### src/assert_macros.svh
// Assertion macros for the character LCD bus sequencer, used by lcdseq_ctrl.
// Define NO_ASSERTIONS to compile every check away.
`ifndef ASSERT_MACROS_SVH
`define ASSERT_MACROS_SVH
`ifndef NO_ASSERTIONS
// Implication checked at every rising edge outside reset
`define ASSERT_AT(lbl, clk, rst, prop, msg) \
   lbl: assert property (@(posedge clk) disable iff (rst) (prop)) else $error(msg);
// Condition that must never hold outside reset
`define ASSERT_NEVER(lbl, clk, rst, cond, msg) \
   lbl: assert property (@(posedge clk) disable iff (rst) !(cond)) else $error(msg);
`else
`define ASSERT_AT(lbl, clk, rst, prop, msg)
`define ASSERT_NEVER(lbl, clk, rst, cond, msg)
`endif
`endif

### src/lcdseq_pkg.sv
// Shared types, timing constants and start-up command table for the
// character LCD bus sequencer. No dependencies.
package lcdseq_pkg;

   // Request kinds carried on req_tuser
   typedef enum logic [1:0] {
      REQ_CMD  = 2'd0,
      REQ_CHAR = 2'd1,
      REQ_INIT = 2'd2,
      REQ_NONE = 2'd3
   } req_kind_type;

   // Hold times in ms
   localparam logic [9:0] HOLD_WAIT_MS    = 10'd1000;
   localparam logic [9:0] HOLD_EN_HIGH_MS = 10'd1;
   localparam logic [9:0] HOLD_LOW_8B_MS  = 10'd5;
   localparam logic [9:0] HOLD_LOW_4B_MS  = 10'd3;

   // Index of the final start-up command per bus mode
   localparam logic [2:0] INIT_LAST_4B = 3'd5;
   localparam logic [2:0] INIT_LAST_8B = 3'd3;

   // Controller to datapath command
   typedef struct packed {
      logic       load;        // capture request byte and RS
      logic       emit;        // write next pin state to output register
      logic       wait_state;  // pin state is the power-up wait
      logic       from_table;  // byte comes from start-up table
      logic [2:0] idx;         // start-up command index
      logic [1:0] phase;       // bit0: EN low half, bit1: low nibble
      logic       last;        // final pin state of the request
   } dp_cmd_type;

   // Datapath to controller status
   typedef struct packed {
      logic out_free;  // output register can take a pin state this cycle
      logic four_bit;  // bus mode register
   } dp_status_type;

   // Start-up command bytes
   function automatic logic [7:0] init_cmd(input logic four_bit, input logic [2:0] idx);
      logic [7:0] code;
      code = 8'h00;
      if (four_bit) begin
         unique case (idx)
            3'd0:    code = 8'h33;
            3'd1:    code = 8'h32;
            3'd2:    code = 8'h28;
            3'd3:    code = 8'h0C;
            3'd4:    code = 8'h01;
            3'd5:    code = 8'h02;
            default: code = 8'h00;
         endcase
      end else begin
         unique case (idx)
            3'd0:    code = 8'h38;
            3'd1:    code = 8'h0C;
            3'd2:    code = 8'h01;
            3'd3:    code = 8'h02;
            default: code = 8'h00;
         endcase
      end
      return code;
   endfunction

endpackage

### src/lcdseq_ctrl.sv
// Sequencing state machine for the character LCD bus sequencer.
// Depends on lcdseq_pkg and assert_macros.svh; drives lcdseq_dp by command struct.
`include "assert_macros.svh"
module lcdseq_ctrl (
   input  logic                     clock,
   input  logic                     reset,
   input  logic                     req_tvalid,
   output logic                     req_tready,
   input  logic [1:0]               req_kind,
   input  lcdseq_pkg::dp_status_type status,
   output lcdseq_pkg::dp_cmd_type    cmd
);
   import lcdseq_pkg::*;

   typedef enum logic [1:0] {
      ST_IDLE,
      ST_WAIT,
      ST_SEND
   } state_type;

   state_type  state_ff;
   logic       init_ff;
   logic [2:0] idx_ff;
   logic [1:0] phase_ff;

   logic fire;
   logic last_phase;
   logic idx_last;

   // Handshake and end-of-byte / end-of-run detection
   always_comb begin
      req_tready = (state_ff == ST_IDLE);
      fire       = req_tvalid & req_tready;
      last_phase = phase_ff[0] & (phase_ff[1] | ~status.four_bit);
      idx_last   = status.four_bit ? (idx_ff >= INIT_LAST_4B) : (idx_ff >= INIT_LAST_8B);
   end

   // Command to datapath
   always_comb begin
      cmd.load       = fire;
      cmd.emit       = status.out_free & (state_ff != ST_IDLE);
      cmd.wait_state = (state_ff == ST_WAIT);
      cmd.from_table = init_ff;
      cmd.idx        = idx_ff;
      cmd.phase      = phase_ff;
      cmd.last       = (state_ff == ST_SEND) & last_phase & (~init_ff | idx_last);
   end

   // State, phase and command index
   always_ff @(posedge clock) begin
      if (reset) begin
         state_ff <= ST_IDLE;
         init_ff  <= 1'b0;
         idx_ff   <= 3'd0;
         phase_ff <= 2'd0;
      end else begin
         unique case (state_ff)
            ST_IDLE: begin
               if (fire) begin
                  idx_ff   <= 3'd0;
                  phase_ff <= 2'd0;
                  unique case (req_kind_type'(req_kind))
                     REQ_CMD, REQ_CHAR: begin
                        init_ff  <= 1'b0;
                        state_ff <= ST_SEND;
                     end
                     REQ_INIT: begin
                        init_ff  <= 1'b1;
                        state_ff <= ST_WAIT;
                     end
                     REQ_NONE: state_ff <= ST_IDLE;
                  endcase
               end
            end
            ST_WAIT: begin
               if (cmd.emit) state_ff <= ST_SEND;
            end
            ST_SEND: begin
               if (cmd.emit) begin
                  if (cmd.last) begin
                     state_ff <= ST_IDLE;
                  end else if (last_phase) begin
                     phase_ff <= 2'd0;
                     idx_ff   <= idx_ff + 3'd1;
                  end else begin
                     phase_ff <= phase_ff + 2'd1;
                  end
               end
            end
            default: state_ff <= ST_IDLE;
         endcase
      end
   end

   `ASSERT_AT(a_last_to_idle, clock, reset, cmd.emit && cmd.last |=> state_ff == ST_IDLE, "run did not end after its last pin state")
   `ASSERT_NEVER(a_idx_range, clock, reset, idx_ff > INIT_LAST_4B, "start-up index beyond table")
   `ASSERT_AT(a_wait_then_send, clock, reset, cmd.emit && cmd.wait_state |=> state_ff == ST_SEND && idx_ff == 3'd0 && phase_ff == 2'd0, "start-up wait not followed by first command")

endmodule

### src/lcdseq_dp.sv
// Datapath for the character LCD bus sequencer: mode register, request
// capture, pin state formation and output register. Depends on lcdseq_pkg.
module lcdseq_dp (
   input  logic                      clock,
   input  logic                      reset,
   input  logic                      csr_we,
   input  logic                      csr_wdata,
   input  logic [7:0]                req_byte,
   input  logic [1:0]                req_kind,
   input  lcdseq_pkg::dp_cmd_type    cmd,
   output lcdseq_pkg::dp_status_type status,
   output logic                      rsp_tvalid,
   input  logic                      rsp_tready,
   output logic [23:0]               rsp_tdata,
   output logic                      rsp_tuser,
   output logic                      rsp_tlast
);
   import lcdseq_pkg::*;

   logic       four_bit_ff;
   logic [7:0] byte_ff;
   logic       rs_ff;
   logic       rsp_valid_ff;
   logic       out_rs_ff;
   logic       out_en_ff;
   logic [7:0] out_data_ff;
   logic [9:0] out_hold_ff;
   logic       out_last_ff;

   logic [7:0] byte_sel;
   logic [3:0] nibble;
   logic       rs_in;
   logic       en_in;
   logic [7:0] data_in;
   logic [9:0] hold_in;

   // Bus mode register
   always_ff @(posedge clock) begin
      if (reset) four_bit_ff <= 1'b1;
      else if (csr_we) four_bit_ff <= csr_wdata;
   end

   // Request capture
   always_ff @(posedge clock) begin
      if (cmd.load) begin
         byte_ff <= req_byte;
         rs_ff   <= (req_kind_type'(req_kind) == REQ_CHAR);
      end
   end

   // Next pin state
   always_comb begin
      byte_sel = cmd.from_table ? init_cmd(four_bit_ff, cmd.idx) : byte_ff;
      nibble   = cmd.phase[1] ? byte_sel[3:0] : byte_sel[7:4];
      if (cmd.wait_state) begin
         rs_in   = 1'b0;
         en_in   = 1'b0;
         data_in = 8'h00;
         hold_in = HOLD_WAIT_MS;
      end else begin
         rs_in   = rs_ff & ~cmd.from_table;
         en_in   = ~cmd.phase[0];
         data_in = four_bit_ff ? {4'h0, nibble} : byte_sel;
         if (!cmd.phase[0]) hold_in = HOLD_EN_HIGH_MS;
         else hold_in = four_bit_ff ? HOLD_LOW_4B_MS : HOLD_LOW_8B_MS;
      end
   end

   // Output register
   always_ff @(posedge clock) begin
      if (reset) rsp_valid_ff <= 1'b0;
      else if (cmd.emit) rsp_valid_ff <= 1'b1;
      else if (rsp_tready) rsp_valid_ff <= 1'b0;
   end

   always_ff @(posedge clock) begin
      if (cmd.emit) begin
         out_rs_ff   <= rs_in;
         out_en_ff   <= en_in;
         out_data_ff <= data_in;
         out_hold_ff <= hold_in;
         out_last_ff <= cmd.last;
      end
   end

   always_comb begin
      status.out_free = ~rsp_valid_ff | rsp_tready;
      status.four_bit = four_bit_ff;
      rsp_tvalid      = rsp_valid_ff;
      rsp_tdata       = {5'b0, out_hold_ff, out_data_ff, out_en_ff};
      rsp_tuser       = out_rs_ff;
      rsp_tlast       = out_last_ff;
   end

endmodule

### src/char_lcd_bus_sequencer.sv
// Character LCD bus sequencer: one request in, a run of timed pin states out (none
// for REQ_NONE). Start: the transfer moves the controller out of idle; the first pin
// state is registered once the output register is free. Throughput: one pin state
// per cycle while the receiver accepts; a command or character is 4 states (4-bit)
// or 2 (8-bit), start-up 25 or 9; the next request waits until the last is registered.
// Reset: synchronous; bus mode returns to 4-bit and the output register empties.
module char_lcd_bus_sequencer (
   input  logic        clock,
   input  logic        reset,
   input  logic        csr_we,
   input  logic        csr_wdata,     // four_bit_bus
   input  logic        req_tvalid,
   output logic        req_tready,
   input  logic [7:0]  req_tdata,     // [7:0] data_byte
   input  logic [1:0]  req_tuser,     // [1:0] req_type
   output logic        rsp_tvalid,
   input  logic        rsp_tready,
   output logic [23:0] rsp_tdata,     // [0] enable_line, [8:1] data_lines, [18:9] hold_ms
   output logic        rsp_tuser,     // [0] reg_select
   output logic        rsp_tlast      // last
);
   import lcdseq_pkg::*;

   dp_cmd_type    cmd;
   dp_status_type status;

   // Sequencing control
   lcdseq_ctrl u_ctrl (
      .clock      (clock),
      .reset      (reset),
      .req_tvalid (req_tvalid),
      .req_tready (req_tready),
      .req_kind   (req_tuser),
      .status     (status),
      .cmd        (cmd)
   );

   // Pin state datapath
   lcdseq_dp u_dp (
      .clock      (clock),
      .reset      (reset),
      .csr_we     (csr_we),
      .csr_wdata  (csr_wdata),
      .req_byte   (req_tdata),
      .req_kind   (req_tuser),
      .cmd        (cmd),
      .status     (status),
      .rsp_tvalid (rsp_tvalid),
      .rsp_tready (rsp_tready),
      .rsp_tdata  (rsp_tdata),
      .rsp_tuser  (rsp_tuser),
      .rsp_tlast  (rsp_tlast)
   );

endmodule

### config.mk
export PLATFORM = sky130hd
export DESIGN_NAME = char_lcd_bus_sequencer
export DESIGN_NICKNAME = d
export VERILOG_FILES = /design/src/lcdseq_pkg.sv /design/src/lcdseq_ctrl.sv /design/src/lcdseq_dp.sv /design/src/char_lcd_bus_sequencer.sv
export VERILOG_INCLUDE_DIRS = /design/src /design/src/src
export SDC_FILE = /design/constraint.sdc
export NUM_CORES = 1
export LEC_CHECK = 0
export BUFFER_PORTS_ARGS = -buffer_cell sky130_fd_sc_hd__buf_4
export CAP_MARGIN = 10
export CORE_MARGIN = 2
export CORE_UTILIZATION = 56
export DETAILED_ROUTE_END_ITERATION = 16
export PLACE_DENSITY = 0.94
export SYNTH_ARGS = -nofsm -noshare
export SYNTH_HDL_FRONTEND = slang
export SYNTH_HIERARCHICAL = 1
export SYNTH_SLANG_ARGS = --single-unit
### constraint.sdc
create_clock -name clock -period 3.8 [get_ports clock]
set_input_delay 0.38 -clock clock [delete_from_list [all_inputs] [get_ports clock]]
set_output_delay 0.38 -clock clock [all_outputs]
set_load 0.1 [all_outputs]
==> out/results.tsv, run 1 <==
metric	value	unit
outcome	finished, final reports clean	
Antenna diodes	0	
port bufs	37	
Worst setup startpoint	u_ctrl/state_ff[0]	
drt pass-1 iters	4	
CTS tree	done	
max-cap viol count	0	
vias	1268	
IR drop worst, VDD	0.2041	mV
final WL	3185	um
drt initial violations	48	
first-pass GRT wire length	5009	um
PostCTS Resize Cnt	0	
crit start category	register	
Final Max Tran Viols	0	
postcts setup bufs	0	
Placed Area	1977	sq um
cts hold-fix bufs	0	
final setup fails	0	
post-route cell area	2034	sq um
row count	20	
CTS buffer count	5	
Syn Inst Count	157	
Min-Delay Path Class	input pin to register	
Die ar.	3617	sq um
register area share after synthesis	52.16	%
Rel. slew slack	42.21	%
top_reg_cell synth	edfxtp_1	
leakage power	0.8239	nW
Final TNS setup	0	ns
FF-to-FF path depth	4	
DP HPWL	2380	um
fin util	67.19	%
Routed Antenna Nets	0	
vias in the first global route	1150	
commonest non-fill, non-tap cell in the layout	buf_4	
clock skew	0.006663	ns
min Tclk post-route	2.092	ns
Starting Density	58.31	%
Max Fanout on Critical Path	13	
GRT Util Overall	19.00	%
initial antenna violation count	0	
Final nets	206	
clk buf depth	2	
depth of the CTS H-tree	2	
later-pin clock latency in the skew report	0.32	ns
synthesized area per cell	11.24	sq um
final hold viol count	0	
Pwr Density	455.4	nW/um^2
largest net degree at the start of global routing	18	
crit end category	register	
per-cell routed wire length	13.73	um
DRC viols	0	
via-per-instance ratio	5.466	
Synth Cell Area	1765	sq um
Core ar.	3028	sq um
Worst R2R Setup Slack	1.71	ns
WS Path Type	register to register	
WP data arrival	2.13	ns
Layout area overhead	15.24	%
RSZ-0062 raised after global routing	false	
CTS sink cnt	34	
final period utilization	55.06	%
Die Ht	60.15	um
number of synthesized flops with an enable pin	24	
synth warn	6	
Max Clk Rate	477.9	MHz
Overflow after GRT	0	
Critical Path RT	3.84	ns
layout cells sized above 1	27.66	%
flops & latches, synth	34	
GPL Wtd Cong	0.8610	
r2r endpoint	u_dp/out_data_ff[2]	
Yosys cell types	41	
# fillers	212	
most frequent cells in the layout	buf_4 (38), edfxtp_1 (24), inv_1 (12)	
io pins	44	
CTS Root Cell	clkbuf_4	
Reg clk slew, reported paths	0.10	ns
crit path to	u_dp/out_data_ff[2]	
worst slew pin tran	0.8651	ns
Reg2Reg Launch Point	u_ctrl/state_ff[0]	
Async SR Flop Fraction	0	%
Die X-Extent	60.15	um
[synthesized netlist by cell type (2+ instances only)]
cell,number,share of area (%)
ha_1,3,2.1
and3_1,5,1.8
a211oi_2,2,1.4
nand2b_1,6,2.1
nor2b_1,7,2.5
inv_1,12,2.6
a21oi_1,4,1.1
buf_4,17,7.2
nand2_1,5,1.1
a211o_1,3,1.5
and2_1,5,1.8
mux2i_1,4,2.3
clkbuf_1,2,0.43
o32ai_1,5,2.5
nor3_1,5,1.4
dfxtp_1,10,11
nor2_1,11,2.3
edfxtp_1,24,41
a211oi_1,4,1.7
o41ai_1,2,0.99
[per-layer routing]
| layer | global-route usage, % | vias up | routed length (um) |
|---|---|---|---|
| li1 | - | 613 | - |
| met1 | 21.08 | 592 | 1264 |
| met2 | 33.39 | 57 | 1686 |
| met3 | 4.113 | 6 | 171 |
| met4 | 10.48 | 0 | 62 |
| met5 | 0 | - | 0 |
[per-stage QoR]
stage | total power (W) | worst slack, ns | hold WS (ns) | cells
finish | 0.0009264 | 1.708 | 0.2317 | 232
global route | 0.0009645 | 1.525 | 0.2013 | 232
CTS | 0.0009316 | 1.762 | 0.2167 | 231
detailed placement | 0.0007543 | 1.781 | 0.5355 | 223
global placement | 0.0007489 | 1.842 | 0.5293 | 223
floorplan | 0.0007113 | 1.097 | 0.4491 | 162
[critical path: stages (launching register included)]
cell and delay [ns]:
dfxtp_1 0.57, nor2b_1 0.75, inv_1 0.20, o2111ai_1 0.15, o32ai_1 0.13
[cell type report]
type                            instances  area [sq um]  share of cell area [%]
Multi-Input combinational cell         96         678.2                   33.33
Sequential cell                        34         920.9                   45.26
Tap cell                               44         55.05                   2.706
Timing Repair Buffer                   38         285.3                   14.02
Inverter                               12         45.04                   2.214
Clock buffer                            6         41.29                   2.030
Clock inverter                          2         8.758                  0.4305
[cell families (layout without fill, tap and decap cells)]
family,count (synthesis),count (layout),share of synthesized area (%)
AOI/OAI and AO/OA,32,32,15.59
adders and majority gates,3,3,2.126
buffers and inverters,32,58,10.49
DFF,34,34,52.16
muxes,4,4,2.268
other,1,6,0.2124
and+or+nand+nor,51,51,17.15
[where the power goes]
group	internal (W)	leakage [nW]	switching (W)
registers	0.000431	0.308	0.0000185
logic	0.0000661	0.487	0.000232
clock network	0.0000694	0.0297	0.000109
total	0.000566	0.824	0.000360
[how the worst min path moves through the flow]
stage / cells after the start / start / endpoint
6_report: 1 / req_tdata[2] / u_dp/byte_ff[2]
5_1_grt: 1 / req_tdata[2] / u_dp/byte_ff[2]
4_1_cts: 1 / req_tdata[2] / u_dp/byte_ff[2]
3_5_place_dp: 1 / u_dp/byte_ff[6] / u_dp/out_data_ff[6]
3_3_place_gp: 1 / u_dp/byte_ff[7] / u_dp/out_data_ff[7]
2_1_floorplan: 1 / reset / u_dp/rsp_tvalid
[state kept, by name, indices dropped and copies added, names as in the netlist, 2 cells and up]
name / count
u_ctrl/idx_ff: 3
u_ctrl/phase_ff: 2
u_ctrl/state_ff: 2
u_dp/byte_ff: 8
u_dp/out_data_ff: 8
u_dp/out_hold_ff: 4
(Power assumes the default switching activity.)
==> run 2, diff against run 1 <==
- CORE_UTILIZATION: 56 -> 47
- PLACE_DENSITY: 0.94 -> 0.86
- clock period: 3.8 -> 1.8 ns (I/O delays scaled with it)
==> out/results.tsv, run 2 (synthesized netlist as in run 1, its figures left out) <==
metric	value	unit	change
WP data arrival	1.91	ns	was 2.13 ns
CTS tree	done		unchanged
Pwr Density	963.3	nW/um^2	was 455.4 nW/um^2
hold path cells	1		unchanged
initial antenna violation count	0		unchanged
cts hold-fix bufs	0		unchanged
first-pass GRT wire length	4878	um	was 5009 um
crit start category	register		unchanged
final setup fails	0		unchanged
Final nets	217		was 206
crit end category	register		unchanged
multi-input logic area	715.7	sq um	was 678.2 sq um
final hold viol count	0		unchanged
outcome	finished, final reports clean		unchanged
setup slack after layout	0.05692	ns	was 1.708 ns
leakage power	0.9049	nW	was 0.8239 nW
drt pass-1 iters	4		unchanged
r2r endpoint	u_ctrl/idx_ff[0]		was u_dp/out_data_ff[2]
sequence of cells on the critical path	ha_2, ha_2, a211oi_2, o31ai_4, buf_4, a211oi_2, o32ai_1		was nor2b_1, inv_1, o2111ai_1, o32ai_1
Routed Antenna Nets	0		unchanged
Die Ht	65.29	um	was 60.15 um
Largest regs	u_dp/byte_ff x8, u_dp/out_data_ff x8, u_dp/out_hold_ff x4		unchanged
FF+latch area	927.1	sq um	was 920.9 sq um
Max Fanout on Critical Path	5		was 13
Slowest Stage Delay on Critical Path	0.33	ns	was 0.75 ns
CP max-delay cell	dfxtp_2		was nor2b_1
layout cells sized above 1	36.68	%	was 27.66%
Final Max Tran Viols	0		unchanged
DP HPWL	2227	um	was 2380 um
CTS Root Cell	clkbuf_8		was clkbuf_4
clk buf depth	2		unchanged
Power, Total	0.002116	W	was 0.0009264 W
Min-Delay Startpoint	req_tdata[6]		was req_tdata[2]
final period utilization	96.84	%	was 55.06%
CTS buffer count	5		unchanged
Critical Path RT	1.96	ns	was 3.84 ns
IR drop worst, VDD	0.3231	mV	was 0.2041 mV
via-per-instance ratio	5.198		was 5.466
clock skew	0.003926	ns	was 0.006663 ns
Overflow after GRT	0		unchanged
GPL Wtd Cong	0.8506		was 0.8610
DP Worst Slack	-0.04277	ns	was 1.781 ns
DRC viols	0		unchanged
WS Path Type	register to register		unchanged
Reg clk slew, reported paths	0.06	ns	was 0.10 ns
Final TNS setup	0	ns	unchanged
Starting Density	48.59	%	was 58.31%
row count	22		was 20
CTS sink cnt	34		unchanged
Layout area overhead	24.45	%	was 15.24%
later-pin clock latency in the skew report	0.28	ns	was 0.32 ns
largest net degree at the start of global routing	17		was 18
depth of the CTS H-tree	2		unchanged
vias	1284		was 1268
Min-Delay Path Class	input pin to register		unchanged
max-cap viol count	0		unchanged
drt initial violations	59		was 48
io pins	44		unchanged
Die X-Extent	65.29	um	was 60.15 um
Max Clk Rate	573.7	MHz	was 477.9 MHz
fin util	60.47	%	was 67.19%
Worst R2R Setup Slack	0.06	ns	was 1.71 ns
port bufs	37		unchanged
vias in the first global route	1124		was 1150
Antenna diodes	0		unchanged
Die ar.	4263	sq um	was 3617 sq um
most frequent cells in the layout	buf_4 (49), edfxtp_1 (24), inv_1 (12)		was buf_4 (38), edfxtp_1 (24), inv_1 (12)
FF-to-FF path depth	7		was 4
final WL	3141	um	was 3185 um
# fillers	302		was 212
commonest non-fill, non-tap cell in the layout	buf_4		unchanged
Core ar.	3633	sq um	was 3028 sq um
min Tclk post-route	1.743	ns	was 2.092 ns
per-cell routed wire length	12.72	um	was 13.73 um
Reg2Reg Launch Point	u_ctrl/idx_ff[0]		was u_ctrl/state_ff[0]
WHS Endpoint	u_dp/byte_ff[6]		was u_dp/byte_ff[2]
GRT Util Overall	15.06	%	was 19.00%
==> run 2: cell count changes in the layout (fill, tap and decap cells not counted), moves of 2 or more <==
| cell | delta |
|---|---|
| clkbuf_4 | -5 |
| clkbuf_8 | +5 |
| dfxtp_2 | +2 |
| a211oi_2 | +2 |
| ha_2 | +3 |
| buf_4 | +11 |
| a211oi_1 | -2 |
| ha_1 | -3 |
| dfxtp_1 | -3 |
==> run 2: worst max-delay path by stage <==
| stage | cells past startpoint | slack, ns | start | to |
|---|---|---|---|---|
| after detailed placement | 6 | -0.04 | u_ctrl/idx_ff[0] | u_ctrl/state_ff[1] |
| after global placement | 6 | 0.04 | u_ctrl/idx_ff[0] | u_ctrl/phase_ff[1] |
| after floorplan | 6 | 0.004 | u_ctrl/idx_ff[0] | u_ctrl/phase_ff[1] |
| final | 7 | 0.06 | u_ctrl/idx_ff[0] | u_ctrl/idx_ff[0] |
| after global routing | 6 | -0.004 | u_ctrl/idx_ff[0] | u_ctrl/phase_ff[1] |
| after CTS | 6 | 0.06 | u_ctrl/idx_ff[0] | u_ctrl/state_ff[1] |
==> run 2: metrics by stage <==
stage | instances | area [sq um] | hold WS [ns]
2_1_floorplan | 162 | 1798 | 0.2394
3_3_place_gp | 237 | 2071 | 0.3586
3_5_place_dp | 237 | 2071 | 0.3595
4_1_cts | 245 | 2158 | 0.06048
5_1_grt | 247 | 2197 | 0.05819
6_report | 247 | 2197 | 0.06934
==> run 2: what timing repair did <==
item / 4_1_cts / 5_1_grt
endpoints found under the setup margin: 5 / 5
gates resized for setup: 2 / 7
pin swaps: 0 / 5
setup buffers: 0 / 2
==> run 2: worst max-delay path, delay by kind of cell (launching register included) <==
family          cells  cell delay, ns
flops               1            0.33
fa+ha+maj           2            0.35
buf+inv             1            0.16
compound gates      4            0.77
==> run 2: area by class of cell <==
| type | instances | area share (%) |
|---|---|---|
| Clock buffer | 6 | 3.303 |
| Clock inverter | 2 | 0.3986 |
| Inverter | 12 | 2.050 |
| Multi-Input combinational cell | 96 | 32.57 |
| Sequential cell | 34 | 42.20 |
| Tap cell | 48 | 2.733 |
| Timing Repair Buffer | 49 | 16.74 |
==> run 2: metal layers <==
metal	share of wire, %	track usage (%)
met4	1.8	6.250
met5	0	0
met3	6.0	4.110
met1	41	17.46
met2	51	26.15
==> run 2: power breakdown <==
| part | leakage [nW] | switching (W) | internal, W | total [W] |
|---|---|---|---|---|
| Sequential | 0.309 | 0.0000319 | 0.000911 | 0.000943 |
| Combinational | 0.553 | 0.000498 | 0.000156 | 0.000654 |
| Clock | 0.0426 | 0.000254 | 0.000265 | 0.000519 |
| Total | 0.905 | 0.000784 | 0.00133 | 0.00212 |
